## src/rtl/p2td_pkg.sv

```systemverilog
// package for the planar 2bpp tile row decoder
// holds configuration, result types and register index codes; no dependencies
`timescale 1ns / 1ps

package p2td_pkg;

   localparam int NUM_LANES = 8;

   localparam logic [1:0] FMT_RGB24  = 2'd0;
   localparam logic [1:0] FMT_RGBA32 = 2'd1;
   localparam logic [1:0] FMT_RGBA16 = 2'd2;

   typedef enum logic [2:0] {
      REG_OUTPUT_FORMAT = 3'd0,
      REG_PALETTE_0     = 3'd1,
      REG_PALETTE_1     = 3'd2,
      REG_PALETTE_2     = 3'd3,
      REG_PALETTE_3     = 3'd4,
      REG_WIDTH_TILES   = 3'd5,
      REG_HEIGHT_TILES  = 3'd6,
      REG_TILE_ORDER    = 3'd7
   } reg_index_type;

   typedef struct packed {
      logic [1:0]       output_format;
      logic [3:0][23:0] palette;
      logic [7:0]       width_tiles;
      logic [7:0]       height_tiles;
      logic             tile_order;
   } cfg_type;

   typedef struct packed {
      logic [23:0] row_address;
      logic        sprite_done;
   } addr_info_type;

   typedef struct packed {
      logic [23:0]                 row_address;
      logic [NUM_LANES-1:0][31:0]  color;
      logic                        sprite_done;
   } rsp_type;

endpackage

```

## src/rtl/p2td_lane.sv

```systemverilog
// one pixel lane: picks the bit pair for its position and packs the palette colour
// depends on p2td_pkg
`timescale 1ns / 1ps

module p2td_lane (
   input  logic [2:0]        lane_idx,
   input  logic [7:0]        low_plane,
   input  logic [7:0]        high_plane,
   input  logic              mirror,
   input  p2td_pkg::cfg_type cfg,
   output logic [31:0]       color
);
   import p2td_pkg::*;

   logic [2:0]  bit_sel;
   logic [1:0]  pal_idx;
   logic [23:0] pal_val;

   always_comb begin
      bit_sel = mirror ? lane_idx : 3'd7 - lane_idx;
      pal_idx = {high_plane[bit_sel], low_plane[bit_sel]};
      pal_val = cfg.palette[pal_idx];
      unique case (cfg.output_format)
         FMT_RGBA32: color = {8'hFF, pal_val};
         FMT_RGBA16: color = {16'h0000, pal_val[15:0]};
         default:    color = {8'h00, pal_val};
      endcase
   end

endmodule

```

## src/rtl/p2td_addr_gen.sv

```systemverilog
// tile position counters, row byte address and end of sprite flag
// depends on p2td_pkg
`timescale 1ns / 1ps

module p2td_addr_gen (
   input  logic                    clock,
   input  logic                    reset,
   input  logic                    advance,
   input  p2td_pkg::cfg_type       cfg,
   output p2td_pkg::addr_info_type info
);
   import p2td_pkg::*;

   logic [7:0]  tile_col_ff, tile_col_in;
   logic [7:0]  tile_row_ff, tile_row_in;
   logic [2:0]  row_in_tile_ff, row_in_tile_in;
   logic [7:0]  w_eff, h_eff;
   logic [10:0] y_pos;
   logic [18:0] y_times_w;
   logic [22:0] lin;
   logic [24:0] scaled;
   logic        col_last, row_last, tile_end;

   always_comb begin
      w_eff     = (cfg.width_tiles == 8'd0) ? 8'd1 : cfg.width_tiles;
      h_eff     = (cfg.height_tiles == 8'd0) ? 8'd1 : cfg.height_tiles;
      y_pos     = {tile_row_ff, row_in_tile_ff};
      y_times_w = {8'd0, y_pos} * {11'd0, w_eff};
      lin       = {1'b0, y_times_w, 3'b000} + {12'd0, tile_col_ff, 3'b000};
      unique case (cfg.output_format)
         FMT_RGBA32: scaled = {lin, 2'b00};
         FMT_RGBA16: scaled = {1'b0, lin, 1'b0};
         default:    scaled = {1'b0, lin, 1'b0} + {2'b00, lin};
      endcase
      col_last = ({1'b0, tile_col_ff} + 9'd1) >= {1'b0, w_eff};
      row_last = ({1'b0, tile_row_ff} + 9'd1) >= {1'b0, h_eff};
      tile_end = (row_in_tile_ff == 3'd7);
      info.row_address = scaled[23:0];
      info.sprite_done = tile_end && col_last && row_last;
   end

   always_comb begin
      tile_col_in    = tile_col_ff;
      tile_row_in    = tile_row_ff;
      row_in_tile_in = row_in_tile_ff + 3'd1;
      if (tile_end) begin
         if (!cfg.tile_order) begin
            if (col_last) begin
               tile_col_in = 8'd0;
               tile_row_in = row_last ? 8'd0 : tile_row_ff + 8'd1;
            end else begin
               tile_col_in = tile_col_ff + 8'd1;
            end
         end else begin
            if (row_last) begin
               tile_row_in = 8'd0;
               tile_col_in = col_last ? 8'd0 : tile_col_ff + 8'd1;
            end else begin
               tile_row_in = tile_row_ff + 8'd1;
            end
         end
      end
   end

   always_ff @(posedge clock) begin
      if (reset) begin
         tile_col_ff    <= 8'd0;
         tile_row_ff    <= 8'd0;
         row_in_tile_ff <= 3'd0;
      end else if (advance) begin
         tile_col_ff    <= tile_col_in;
         tile_row_ff    <= tile_row_in;
         row_in_tile_ff <= row_in_tile_in;
      end
   end

   a_done_wraps: assert property (@(posedge clock) disable iff (reset)
      (advance && info.sprite_done) |=>
         (tile_col_ff == 8'd0 && tile_row_ff == 8'd0 && row_in_tile_ff == 3'd0))
      else $error("counters did not wrap after final row");

   a_row_steps: assert property (@(posedge clock) disable iff (reset)
      (advance && !tile_end) |=>
         (row_in_tile_ff == $past(row_in_tile_ff) + 3'd1 && $stable(tile_col_ff)
          && $stable(tile_row_ff)))
      else $error("row step disturbed tile position");

   a_hold: assert property (@(posedge clock) disable iff (reset)
      !advance |=> ($stable(tile_col_ff) && $stable(tile_row_ff) && $stable(row_in_tile_ff)))
      else $error("counters moved without an item");

endmodule

```

## src/rtl/p2td_row_buffer.sv

```systemverilog
// merge stage: gathers lane colours, address and flag into a two entry skid buffer
// depends on p2td_pkg
`timescale 1ns / 1ps

module p2td_row_buffer (
   input  logic              clock,
   input  logic              reset,
   input  logic              push,
   input  p2td_pkg::rsp_type push_data,
   output logic              full,
   input  logic              pop,
   output logic              out_valid,
   output p2td_pkg::rsp_type out_data
);
   import p2td_pkg::*;

   rsp_type    entry_ff [2];
   logic [1:0] count_ff, count_in;
   logic       wr_ptr_ff, rd_ptr_ff;
   logic       do_push, do_pop;

   assign full      = (count_ff == 2'd2);
   assign out_valid = (count_ff != 2'd0);
   assign out_data  = entry_ff[rd_ptr_ff];
   assign do_push   = push && !full;
   assign do_pop    = pop && out_valid;

   always_comb begin
      count_in = count_ff;
      if (do_push && !do_pop) begin
         count_in = count_ff + 2'd1;
      end else if (do_pop && !do_push) begin
         count_in = count_ff - 2'd1;
      end
   end

   always_ff @(posedge clock) begin
      if (do_push) begin
         entry_ff[wr_ptr_ff] <= push_data;
      end
   end

   always_ff @(posedge clock) begin
      if (reset) begin
         count_ff  <= 2'd0;
         wr_ptr_ff <= 1'b0;
         rd_ptr_ff <= 1'b0;
      end else begin
         count_ff <= count_in;
         if (do_push) begin
            wr_ptr_ff <= !wr_ptr_ff;
         end
         if (do_pop) begin
            rd_ptr_ff <= !rd_ptr_ff;
         end
      end
   end

   a_count_range: assert property (@(posedge clock) disable iff (reset)
      count_ff != 2'd3)
      else $error("buffer occupancy out of range");

   a_ptr_match: assert property (@(posedge clock) disable iff (reset)
      (wr_ptr_ff ^ rd_ptr_ff) == (count_ff == 2'd1))
      else $error("buffer pointers disagree with occupancy");

   a_push_grows: assert property (@(posedge clock) disable iff (reset)
      (do_push && !do_pop) |=> (count_ff == $past(count_ff) + 2'd1))
      else $error("item lost on push");

   a_pop_shrinks: assert property (@(posedge clock) disable iff (reset)
      (do_pop && !do_push) |=> (count_ff == $past(count_ff) - 2'd1))
      else $error("item repeated on pop");

endmodule

```

## src/rtl/planar_2bpp_tile_decoder_core.sv

```systemverilog
// top level of the planar 2bpp tile row decoder
// eight pixel lanes, address counters and a two entry result buffer; uses p2td_pkg
// each accepted item's result is registered into the buffer and is shown from the buffer head
// throughput: one item per cycle while req_stall is low; the two entry buffer takes new items while one waits
// req_stall rises only when both buffer entries hold results not yet taken
// synchronous reset clears the tile counters, empties the buffer and loads register defaults
`timescale 1ns / 1ps

module planar_2bpp_tile_decoder_core (
   input  logic        clock,
   input  logic        reset,
   input  logic        req_valid,
   output logic        req_stall,
   input  logic [7:0]  req_low_plane,
   input  logic [7:0]  req_high_plane,
   input  logic        req_mirror,
   output logic        rsp_valid,
   input  logic        rsp_stall,
   output logic [23:0] rsp_row_address,
   output logic [31:0] rsp_color_0,
   output logic [31:0] rsp_color_1,
   output logic [31:0] rsp_color_2,
   output logic [31:0] rsp_color_3,
   output logic [31:0] rsp_color_4,
   output logic [31:0] rsp_color_5,
   output logic [31:0] rsp_color_6,
   output logic [31:0] rsp_color_7,
   output logic        rsp_sprite_done,
   input  logic        csr_valid,
   output logic        csr_ready,
   input  logic [2:0]  csr_index,
   input  logic [23:0] csr_data
);
   import p2td_pkg::*;

   cfg_type       cfg_ff;
   addr_info_type info;
   rsp_type       row_result, head;
   logic          accept, full;

   assign csr_ready = 1'b1;
   assign req_stall = full;
   assign accept    = req_valid && !full;

   always_ff @(posedge clock) begin
      if (reset) begin
         cfg_ff.output_format <= FMT_RGB24;
         cfg_ff.palette       <= '0;
         cfg_ff.width_tiles   <= 8'd1;
         cfg_ff.height_tiles  <= 8'd1;
         cfg_ff.tile_order    <= 1'b0;
      end else if (csr_valid && csr_ready) begin
         unique case (reg_index_type'(csr_index))
            REG_OUTPUT_FORMAT: cfg_ff.output_format <= csr_data[1:0];
            REG_PALETTE_0:     cfg_ff.palette[0]    <= csr_data;
            REG_PALETTE_1:     cfg_ff.palette[1]    <= csr_data;
            REG_PALETTE_2:     cfg_ff.palette[2]    <= csr_data;
            REG_PALETTE_3:     cfg_ff.palette[3]    <= csr_data;
            REG_WIDTH_TILES:   cfg_ff.width_tiles   <= csr_data[7:0];
            REG_HEIGHT_TILES:  cfg_ff.height_tiles  <= csr_data[7:0];
            REG_TILE_ORDER:    cfg_ff.tile_order    <= csr_data[0];
            default: ;
         endcase
      end
   end

   p2td_addr_gen u_addr_gen (
      .clock   (clock),
      .reset   (reset),
      .advance (accept),
      .cfg     (cfg_ff),
      .info    (info)
   );

   for (genvar g = 0; g < NUM_LANES; g++) begin : g_lane
      p2td_lane u_lane (
         .lane_idx   (3'(g)),
         .low_plane  (req_low_plane),
         .high_plane (req_high_plane),
         .mirror     (req_mirror),
         .cfg        (cfg_ff),
         .color      (row_result.color[g])
      );
   end

   assign row_result.row_address = info.row_address;
   assign row_result.sprite_done = info.sprite_done;

   p2td_row_buffer u_buffer (
      .clock     (clock),
      .reset     (reset),
      .push      (accept),
      .push_data (row_result),
      .full      (full),
      .pop       (rsp_valid && !rsp_stall),
      .out_valid (rsp_valid),
      .out_data  (head)
   );

   assign rsp_row_address = head.row_address;
   assign rsp_color_0     = head.color[0];
   assign rsp_color_1     = head.color[1];
   assign rsp_color_2     = head.color[2];
   assign rsp_color_3     = head.color[3];
   assign rsp_color_4     = head.color[4];
   assign rsp_color_5     = head.color[5];
   assign rsp_color_6     = head.color[6];
   assign rsp_color_7     = head.color[7];
   assign rsp_sprite_done = head.sprite_done;

endmodule
```

## config.mk

```make
export PLATFORM = sky130hd
export DESIGN_NAME = planar_2bpp_tile_decoder_core
export DESIGN_NICKNAME = d
export VERILOG_FILES = /design/src/rtl/p2td_pkg.sv /design/src/rtl/p2td_lane.sv /design/src/rtl/p2td_addr_gen.sv /design/src/rtl/p2td_row_buffer.sv /design/src/rtl/planar_2bpp_tile_decoder_core.sv
export SDC_FILE = /design/constraint.sdc
export NUM_CORES = 1
export LEC_CHECK = 0
export BUFFER_PORTS_ARGS = -buffer_cell sky130_fd_sc_hd__buf_2
export CAP_MARGIN = 15
export CORE_ASPECT_RATIO = 2
export CORE_UTILIZATION = 60
export DETAILED_ROUTE_END_ITERATION = 6
export GPL_TIMING_DRIVEN = 0
export PLACE_DENSITY = 0.85
export SKIP_CTS_REPAIR_TIMING = 1
export SLEW_MARGIN = 0
export SYNTH_ARGS = -nofsm -noshare
export SYNTH_HDL_FRONTEND = slang
export SYNTH_HIERARCHICAL = 1
export SYNTH_SLANG_ARGS = --single-unit
```

## constraint.sdc

```tcl
create_clock -name clock -period 21.1 [get_ports clock]
set_clock_uncertainty 0.2 [all_clocks]
set_input_delay 4.22 -clock clock [delete_from_list [all_inputs] [get_ports clock]]
set_output_delay 4.22 -clock clock [all_outputs]
set_load 0.01 [all_outputs]
```

Word-level counts from Yosys, hierarchy flattened:

Memory sizes are Yosys's and may differ from the RTL's. A register that Yosys moved wholly into a read port is not among the register bits.
Index checks and enable logic that the tools add are counted.

* word-level logic and storage cells: 164
* memory bits (writable): 562
* memory bits (read-only): 0
* memories: 1
* flip-flop bits (word level): 138
* latch bits: 0

* bitwise gates (word level): 0
* order comparisons: 18
* equal/unequal tests: 12
* divide/modulo/power cells: 0
* add/sub/neg operators: 9
* reductions and logical operators: 30
* multiply operators: 1
* shifts and indexed selects: 0
* muxes and demuxes: 79

Memory list
* u_buffer.entry_ff: depth 2, width 281, rd ports 1, clocked after memory_dff 1, wr ports 1, line p2td_row_buffer.sv:17 `rsp_type entry_ff [2];`

Operators with widths (number)
* $pmux W32 S2: 8
* $bmux W24 S2: 8
* $mux W24: 8
* $mux W8: 8
* $bmux W1 S3: 16
* $pmux W24 S2: 1
* $lt A3 B4 Y1 const B: 8
* $add A24 B23 Y24: 1
* $lt A2 B3 Y1 const B: 8
* $mux W3: 8
* $add A22 B11 Y23: 1
* $mux W1: 20
* $mul A11 B8 Y19: 1
* $add A8 B1 Y9 const B: 2
* $ge A9 B8 Y1: 2
* $add A8 B1 Y8 const B: 2
* $logic_not A8 Y1: 2
* $reduce_and A2 Y1: 8
* $eq A3 B3 Y1 const B: 5
* $logic_and A1 B1 Y1: 8
* $eq A3 B2 Y1 const B: 2
* $logic_not A1 Y1: 6
* $reduce_and A3 Y1: 2
* $reduce_bool A2 Y1: 3
* 9 further kinds: 11

Logic depth before layout (Yosys ltp):

Gate-level depths: netlist of run 1.

* depth in word-level cells: 8
* depth in mapped cells: 33
* depth with buffers taken out: 32

Cells and area by module:

Netlist of run 1, hierarchy kept.

By module, submodules not included
* p2td_row_buffer: times used 1, cells each 899, sequential area each 16976.3 um2, area each 20841.2 um2
* p2td_lane: times used 8, cells each 129, sequential area each 0.0 um2, area each 1167.4 um2
* p2td_addr_gen: times used 1, cells each 774, sequential area each 380.4 um2, area each 6154.7 um2
* planar_2bpp_tile_decoder_core: times used 1, cells each 417, sequential area each 2302.2 um2, area each 4662.0 um2

Least setup slack after synthesis of run 1:

OpenSTA, ideal clock, no wires.

* path type: in2reg
* start: in req_valid
* end: mem u_buffer/entry_ff[1][0] (netlist name) (enable)
* data required time: 20221 ps
* data arrival time: 11198 ps
* setup slack: 9023 ps
* stages: 4
* setup time: 679 ps
* buffers on the path: 0
* cell sequence: nor2b_1 -> inv_1 -> nor2_1 -> and2_1

* word-level cells in the longest chain between the ends: 4

Ends and longest elaborated chain
* from (decl): line planar_2bpp_tile_decoder_core.sv:12 `input logic req_valid,`
* $logic_and A1 B1 Y1: line planar_2bpp_tile_decoder_core.sv:43 `assign accept = req_valid && !full;`
* $logic_and A1 B1 Y1: line p2td_row_buffer.sv:25 `assign do_push = push && !full;`
* $mux W1: line p2td_row_buffer.sv:38 `if (do_push) begin`
* $mux W1 (implied by the code): line p2td_row_buffer.sv:39 `entry_ff[wr_ptr_ff] <= push_data;`
* to (decl): line p2td_row_buffer.sv:17

Every way passes these cells.

==> results of run 1 <==
## layer usage
| layer | global-route usage (%) | routed length, microns |
|---|---|---|
| met1 | 34.5 | 39300 |
| met2 | 58.9 | 58500 |
| met3 | 6.70 | 8610 |
| met4 | 23.6 | 9150 |
| met5 | 0 | 60 |
## cell usage after synthesis, types with 25 or more instances
library cell    n
nand2_1        54
a21o_1         26
a21oi_1        59
o21ai_0        33
edfxtp_1      562
nand3b_1       29
xnor2_1        29
ha_1           96
nand2b_1      165
nor2b_1        31
buf_4         112
fa_1           56
o21ai_1        25
o22ai_1        76
dfxtp_1       139
mux2i_1       679
nand3_1        28
and2_1         68
mux2_2        191
inv_1         105
mux2_4         90
buf_6          42
nor2_1         52
clkbuf_1       65
## cells in the final DEF, fill, tap and decap left out, types with 13 or more instances in the layout
master	count
mux2i_1	679
edfxtp_1	562
buf_2	346
mux2_2	191
nand2b_1	165
dfxtp_1	139
buf_4	112
inv_1	104
ha_1	96
mux2_4	90
o22ai_1	76
clkbuf_1	70
and2_1	67
conb_1	60
clkbuf_16	59
a21oi_1	59
fa_1	56
nand2_1	54
nor2_1	52
buf_6	42
o21ai_0	33
nor2b_1	31
nand3b_1	29
xnor2_1	29
nand3_1	28
a21o_1	26
o21ai_1	25
nor3_1	24
mux2_1	24
xor2_1	23
a221oi_1	18
mux4_2	16
a31oi_1	13
## report_power, final
| group | total (mW) | switching [mW] | internal (mW) | leakage, nW |
|---|---|---|---|---|
| logic | 1.18 | 0.688 | 0.493 | 12.0 |
| registers | 1.82 | 0.0692 | 1.75 | 6.53 |
| clock network | 1.14 | 0.518 | 0.626 | 0.955 |
| total | 4.15 | 1.27 | 2.87 | 19.5 |
## area by class of cell
cell class | count | area share [%]
flip-flops and latches | 701 | 42.6
multi-input cells | 2132 | 42.2
repair buffers | 335 | 3.94
plain buffers | 240 | 3.63
clock buffers | 68 | 3.32
well taps | 890 | 2.41
clock inverters | 42 | 1.04
inverters | 106 | 0.878
diodes | 2 | 0.0108
## sequential cells by signal, summed over array words and instances (netlist names), named ones only
name	flops
cfg_ff	115
u_buffer/wr_ptr_ff	1
u_buffer/count_ff	2
u_buffer/rd_ptr_ff	1
u_addr_gen/row_in_tile_ff	3
u_addr_gen/tile_row_ff	8
u_buffer/entry_ff	562
u_addr_gen/tile_col_ff	8
## worst max-delay path: cells and delay by family (launching register included)
family | cells | cell delay [ns]
AOI/OAI and AO/OA | 11 | 2.52
xor gates and xnor gates | 2 | 0.67
adders and majority gates | 7 | 3.21
DFF | 1 | 0.46
and+or+nand+nor | 7 | 1.26
buffers and inverters | 4 | 0.59
## logic make-up (layout without fill, tap and decap cells)
group / count (synthesis) / in the layout / share of synthesized area [%]
flops: 701 / 701 / 48.0
xor+xnor: 54 / 54 / 1.22
simple gates: 517 / 517 / 7.40
mux: 1000 / 1000 / 26.7
other cells: 3 / 62 / 0.0275
compound gates: 348 / 348 / 6.00
fa+ha+maj: 153 / 153 / 5.69
buf+inv: 346 / 791 / 5.06
## metrics by stage
stage	instance area (sq um)	total power, mW	setup WS (ns)	std cells	utilization (%)
after floorplan	41200	2.63	9.02	3179	-
after global placement	44000	3.07	5.43	4397	65.1
after detailed placement	44200	3.01	12.12	4404	65.4
after CTS	46200	4.14	12.10	4514	68.3
after global routing	46200	4.27	11.51	4514	68.3
final	46200	4.15	11.97	4516	68.3
## final timing paths
| path | start | end | slack, ns | cells after the start |
|---|---|---|---|---|
| setup reg to reg | cfg_ff[16] | u_buffer/entry_ff[0][280] | 11.97 | 31 |
| hold reg to reg | cfg_ff[2] | cfg_ff[2] | 0.29 | 2 |
| hold / removal | cfg_ff[2] | cfg_ff[2] | 0.29 | 2 |
| setup / recovery | cfg_ff[16] | u_buffer/entry_ff[0][280] | 11.97 | 31 |
==> impl_results.rst, run 1 <==
.. list-table::
   :header-rows: 1

   * - Metric
     - Value
   * - Outcome
     - finished with violations
   * - Violated checks
     - design-rule violations
   * - Clock-pin slew on the worst setup and hold paths
     - ~0.070 ns
   * - Biggest area contributors in the synthesized netlist
     - edfxtp_1 (41%), mux2i_1 (17%), dfxtp_1 (6.8%), mux2_2 (5.2%), mux2_4 (3.3%)
   * - Floorplan die width
     - between 150 and 200 microns
   * - Die outline area
     - about 69000 sq um
   * - Required arrival time at the worst endpoint
     - 21.30 ns
   * - Overflow after GRT
     - 0
   * - Hold Slack
     - between 0.2 and 0.3 ns
   * - Standard-cell row count
     - roughly 140
   * - Worst voltage drop across the vdd grid
     - just over 0.0001 V
   * - Fraction of layout instances using a drive strength above 1
     - between 20 and 30%
   * - TritonCTS clock tree
     - done
   * - Source-to-sink clock delay at the later pin of the worst-skew pair
     - about 0.66 ns
   * - Total wire length after detailed routing
     - 116000 microns
   * - Area fraction of the dominant cell type after synthesis
     - between 40% and 50%
   * - Per-cell via count in the routed design
     - 6.20
   * - Slowest cell on crit path
     - fa_1
   * - Flip-flop cell with the highest count after synthesis
     - edfxtp_1
   * - CTS sink cnt
     - between 700 and 800
   * - Number of flops mapped to enable cells by yosys
     - approximately 560
   * - Maximum number of buffers from clock root to sink
     - 3
   * - Maximum clock rate
     - between 0.1 and 0.15 GHz
   * - I/O pin count
     - between 300 and 400
   * - Sum of net half-perimeters after detailed placement
     - 84700 microns
   * - Post-route fraction of the period consumed by the critical path
     - a little over two fifths
   * - Max-Cap Viols
     - 0
   * - Cell taking the most area after synthesis
     - edfxtp_1
   * - Crit. End Element
     - register
   * - Synthesized area divided by synthesized cell count
     - around 13 sq um
   * - Sequential Area
     - 19700 sq um
   * - First-pass iteration count of the detailed router
     - 7
   * - Maximum number of pins on one net before global-route repair
     - 124
   * - I/O Buffers
     - 328
   * - Initial antenna violation count
     - 6
   * - Count of routing violations after the opening detailed-route iteration
     - 2362
   * - Number of design rule violations left after detail routing
     - 2
   * - Post-DRT Antenna Nets
     - 0
   * - CP max stage delay
     - between 0.5 and 0.6 ns
   * - Via count of the first global-routing pass
     - approximately 28000
   * - Global-route wire length before repair
     - between 150000 and 200000 microns
   * - Multi-input combinational cell area
     - just under 20000 sq um
   * - Number of distinct library cells after synthesis
     - 82
   * - Area growth from synthesis to layout
     - 12.6%
   * - Worst-Margin Slew
     - about 1.1 ns
   * - Synthesis Warnings
     - 6
   * - Floorplan core area
     - around 68000 sq um
   * - Cell area after technology mapping
     - about 40000 sq um
   * - Worst relative slew slack
     - slightly below 30%
   * - Post-route setup TNS
     - 0 ns
   * - Kind of critical path
     - register to register
   * - Wire per inst
     - 25.6 microns
   * - Post-synthesis sequential element count
     - about 700
   * - Final setup violation count
     - 0
   * - Number of buffers added by the clock tree synthesis step
     - a little under 60
   * - Unrepaired setup endpoints after global routing
     - false
   * - Path category of the worst min-delay check
     - register to register
   * - Total count of hold-check failures in the final report
     - 0
   * - Pwr Density
     - approximately 90 nW/um^2
   * - Overall fraction of global-route tracks in use
     - 33.0%
   * - Critical path launch point type
     - register
   * - Worst-path maximum fanout
     - 10
   * - Cell leakage power
     - just under 20 nW
   * - Arrival time of the worst setup path
     - slightly above 9 ns
   * - Fraction of the yosys area taken by sequential cells
     - a little under half
   * - Minimum period implied by the final worst setup slack
     - 9.13 ns
   * - Async set-reset flop share out of synthesis
     - 0%
   * - Layout net count
     - 3775
   * - Height of the chip
     - 372 microns
   * - Initial core utilization
     - between 60% and 70%
   * - Pins over their slew limit
     - 0
   * - Final RePlAce weighted congestion
     - about 0.96
   * - Max H-tree Level
     - 2
   * - Cell count after synthesis
     - 3122
   * - Fill cell count
     - around 4800
   * - Root buf cell
     - clkbuf_16
   * - Via count of the routed design
     - between 20000 and 30000
Power figures use the tool's default switching activity.
==> run 2: changes to the inputs <==
- clock period: 21.1 -> 9.49 ns (I/O delays scaled with it)
==> impl_results.rst, run 2 (synthesis results as in run 1) <==
.. list-table::
   :header-rows: 1

   * - Metric
     - Value
   * - Outcome
     - finished clean (was finished with violations)
   * - Clock-pin slew on the worst setup and hold paths
     - 0.07 ns (about the same)
   * - CP max stage delay
     - 0.63 ns (was 0.56 ns)
   * - Fraction of power consumed by sequential logic
     - 44.2% (was 43.9%)
   * - Pre-CTS setup slack
     - 0.793 ns (was 12.12 ns)
   * - Final worst-path setup slack
     - 0.542 ns (was 11.97 ns)
   * - Fraction of layout instances using a drive strength above 1
     - 25.6% (was 26.0%)
   * - Source-to-sink clock delay at the later pin of the worst-skew pair
     - 0.66 ns (about the same)
   * - Post-DRT Antenna Nets
     - 0 (unchanged)
   * - Placed cell count
     - 4404 (unchanged)
   * - Max H-tree Level
     - 2 (unchanged)
   * - Height of the chip
     - 372 microns (unchanged)
   * - Top Registers
     - u_buffer/entry_ff x562, cfg_ff x115 (unchanged)
   * - Placed inst area
     - 44200 sq um (about the same)
   * - Maximum clock rate
     - 0.112 GHz (was 0.110 GHz)
   * - Hold Slack
     - 0.294 ns (was 0.290 ns)
   * - Via count of the first global-routing pass
     - 28400 (was 28200)
   * - Number of design rule violations left after detail routing
     - 0 (was 2)
   * - Root buf cell
     - clkbuf_16 (unchanged)
   * - Number of instances on the worst hold path
     - 2 (unchanged)
   * - Floorplan core area
     - 67600 sq um (unchanged)
   * - Number of buffers added by the clock tree synthesis step
     - 58 (unchanged)
   * - Post-Layout Cell Count
     - 4513 (was 4516)
   * - Initial antenna violation count
     - 5 (was 6)
   * - Required arrival time at the worst endpoint
     - 9.71 ns (was 21.30 ns)
   * - Cell leakage power
     - 19.5 nW (about the same)
   * - Floorplan die width
     - 187 microns (unchanged)
   * - Switching part of the total power
     - 30.5% (was 30.7%)
   * - Sum of net half-perimeters after detailed placement
     - 83900 microns (was 84700 microns)
   * - Crit Reg-Reg Endpoint
     - u_buffer/entry_ff[0][280] (unchanged)
   * - Worst-case hold path end point
     - cfg_ff[2] (unchanged)
   * - Internal power
     - 6.37 mW (was 2.87 mW)
   * - Most frequent cells in the layout
     - mux2i_1 (679), edfxtp_1 (562), buf_2 (346) (unchanged)
   * - Critical path launch point type
     - register (unchanged)
   * - Post-route fraction of the period consumed by the critical path
     - 94.3% (was 43.3%)
   * - Unrepaired setup endpoints after global routing
     - false (unchanged)
   * - Worst-path maximum fanout
     - 10 (unchanged)
   * - Overflow after GRT
     - 0 (unchanged)
   * - Worst-Margin Slew
     - 1.11 ns (was 1.07 ns)
   * - Per-cell via count in the routed design
     - 6.23 (was 6.20)
   * - Post-route design area
     - 46100 sq um (was 46200 sq um)
   * - Pwr Density
     - 198 nW/um^2 (was 89.8 nW/um^2)
   * - Pins over their slew limit
     - 0 (unchanged)
   * - Initial core utilization
     - 60.7% (unchanged)
   * - Reg-to-reg slack, setup
     - 0.54 ns (was 11.97 ns)
   * - Clock Power Share
     - 27.2% (was 27.6%)
   * - Total wire length after detailed routing
     - 115000 microns (was 116000 microns)
   * - Kind of critical path
     - register to register (unchanged)
   * - Minimum period implied by the final worst setup slack
     - 8.95 ns (was 9.13 ns)
   * - Wire per inst
     - 25.5 microns (was 25.6 microns)
   * - Overall fraction of global-route tracks in use
     - 32.6% (was 33.0%)
   * - Worst relative slew slack
     - 26.1% (was 29.0%)
   * - Most frequent standard cell in the layout excluding fill and tap cells
     - mux2i_1 (unchanged)
   * - Final setup violation count
     - 0 (unchanged)
   * - Total count of hold-check failures in the final report
     - 0 (unchanged)
   * - I/O pin count
     - 333 (unchanged)
   * - I/O Buffers
     - 328 (unchanged)
   * - Arrival time of the worst setup path
     - 9.16 ns (was 9.33 ns)
   * - Standard-cell row count
     - 135 (unchanged)
   * - Worst voltage drop across the vdd grid
     - 0.000226 V (was 0.000102 V)
   * - Maximum number of pins on one net before global-route repair
     - 124 (unchanged)
   * - Startpoint of the most critical hold path
     - cfg_ff[2] (unchanged)
   * - Combinational group share of total power
     - 28.6% (was 28.5%)
   * - CTS sink cnt
     - 701 (unchanged)
   * - Largest register FFs
     - 562 (unchanged)
   * - Count of routing violations after the opening detailed-route iteration
     - 2806 (was 2362)
   * - R2r worst-path depth
     - 29 (was 31)
   * - Top reg by flops
     - u_buffer/entry_ff (unchanged)
   * - Switching pwr
     - 2.79 mW (was 1.27 mW)
   * - Slowest cell on crit path
     - a311oi_1 (was fa_1)
   * - Via count of the routed design
     - 28100 (was 28000)
   * - TritonCTS clock tree
     - done (unchanged)
   * - Start of the worst register-to-register path
     - cfg_ff[16] (unchanged)
   * - Area growth from synthesis to layout
     - 12.5% (was 12.6%)
   * - Crit. End Element
     - register (unchanged)
   * - Maximum number of buffers from clock root to sink
     - 3 (unchanged)
   * - Max-Cap Viols
     - 0 (unchanged)
   * - Final RePlAce weighted congestion
     - 0.984 (was 0.962)
   * - Die outline area
     - 69400 sq um (unchanged)
   * - First-pass iteration count of the detailed router
     - 7 (unchanged)
   * - Path category of the worst min-delay check
     - register to register (unchanged)
   * - Global-route wire length before repair
     - 169000 microns (was 172000 microns)
   * - Layout net count
     - 3775 (unchanged)
run 2: changes by cell type in the layout (fill, tap and decap cells not counted), moves of 2 or more:
cell,previous run,this run
buf_12,3,1
buf_16,5,7
clkbuf_1,70,76
clkbuf_2,2,0
clkinv_1,4,11
clkinvlp_4,12,3
run 2: worst max-delay path, delay by kind of cell, from the launching register on:
kind | cells | cell delay (ns)
buffers and inverters | 4 | 0.68
adder cells (fa/ha/maj) | 7 | 3.04
flip-flops | 1 | 0.44
AND/OR/NAND/NOR | 6 | 1.31
AO/OA/AOI/OAI | 10 | 2.55
XOR/XNOR | 2 | 0.51
run 2: worst max path at each step:
stage                     startpoint                         to  slack (ns)  cells past startpoint
after floorplan            req_valid    u_buffer/entry_ff[0][0]        0.52                      4
after global placement     req_valid   u_buffer/entry_ff[0][28]       -2.70                      5
after detailed placement  cfg_ff[16]  u_buffer/entry_ff[0][280]        0.79                     29
after CTS                 cfg_ff[16]  u_buffer/entry_ff[0][280]        0.76                     29
after global routing      cfg_ff[16]  u_buffer/entry_ff[0][280]        0.33                     29
final                     cfg_ff[16]  u_buffer/entry_ff[0][280]        0.54                     29
run 2: routing by layer:
metal / routed length [microns] / share of wire (%) / global-route usage, % / vias to the layer above
met3: 8780 / 7.6 / 6.78 / 419
met2: 58600 / 51 / 59.0 / 1338
met5: 72 / 0.063 / 0 / -
met1: 39000 / 34 / 33.9 / 13900
met4: 8700 / 7.6 / 21.6 / 10
li1: - / - / - / 12500
run 2: stage by stage:
stage	util [%]	power [mW]	setup TNS, ns
3_5_place_dp	65.4	6.69	0
5_1_grt	68.3	9.43	0
4_1_cts	68.3	9.15	0
2_1_floorplan	-	5.82	0
3_3_place_gp	65.1	6.79	-745.39
6_report	68.3	9.16	0
run 2: final cells by class:
class | count | area, sq um
Antenna cell | 1 | 2.50
Sequential cell | 701 | 19700
Multi-Input combinational cell | 2132 | 19500
Timing Repair Buffer | 335 | 1830
Fill cell | 4908 | 21400
Buffer | 240 | 1680
Tap cell | 890 | 1110
Inverter | 106 | 405
Clock inverter | 37 | 437
Clock buffer | 71 | 1530
run 2: power groups by stage:
stage / clock [mW] / sequential, mW / combinational [mW]
global placement: 0 / 4.29 / 2.50
detailed placement: 0 / 4.11 / 2.58
CTS: 2.51 / 4.05 / 2.59
finish: 2.49 / 4.05 / 2.62
global route: 2.61 / 4.08 / 2.73
floorplan: 0 / 4.18 / 1.64
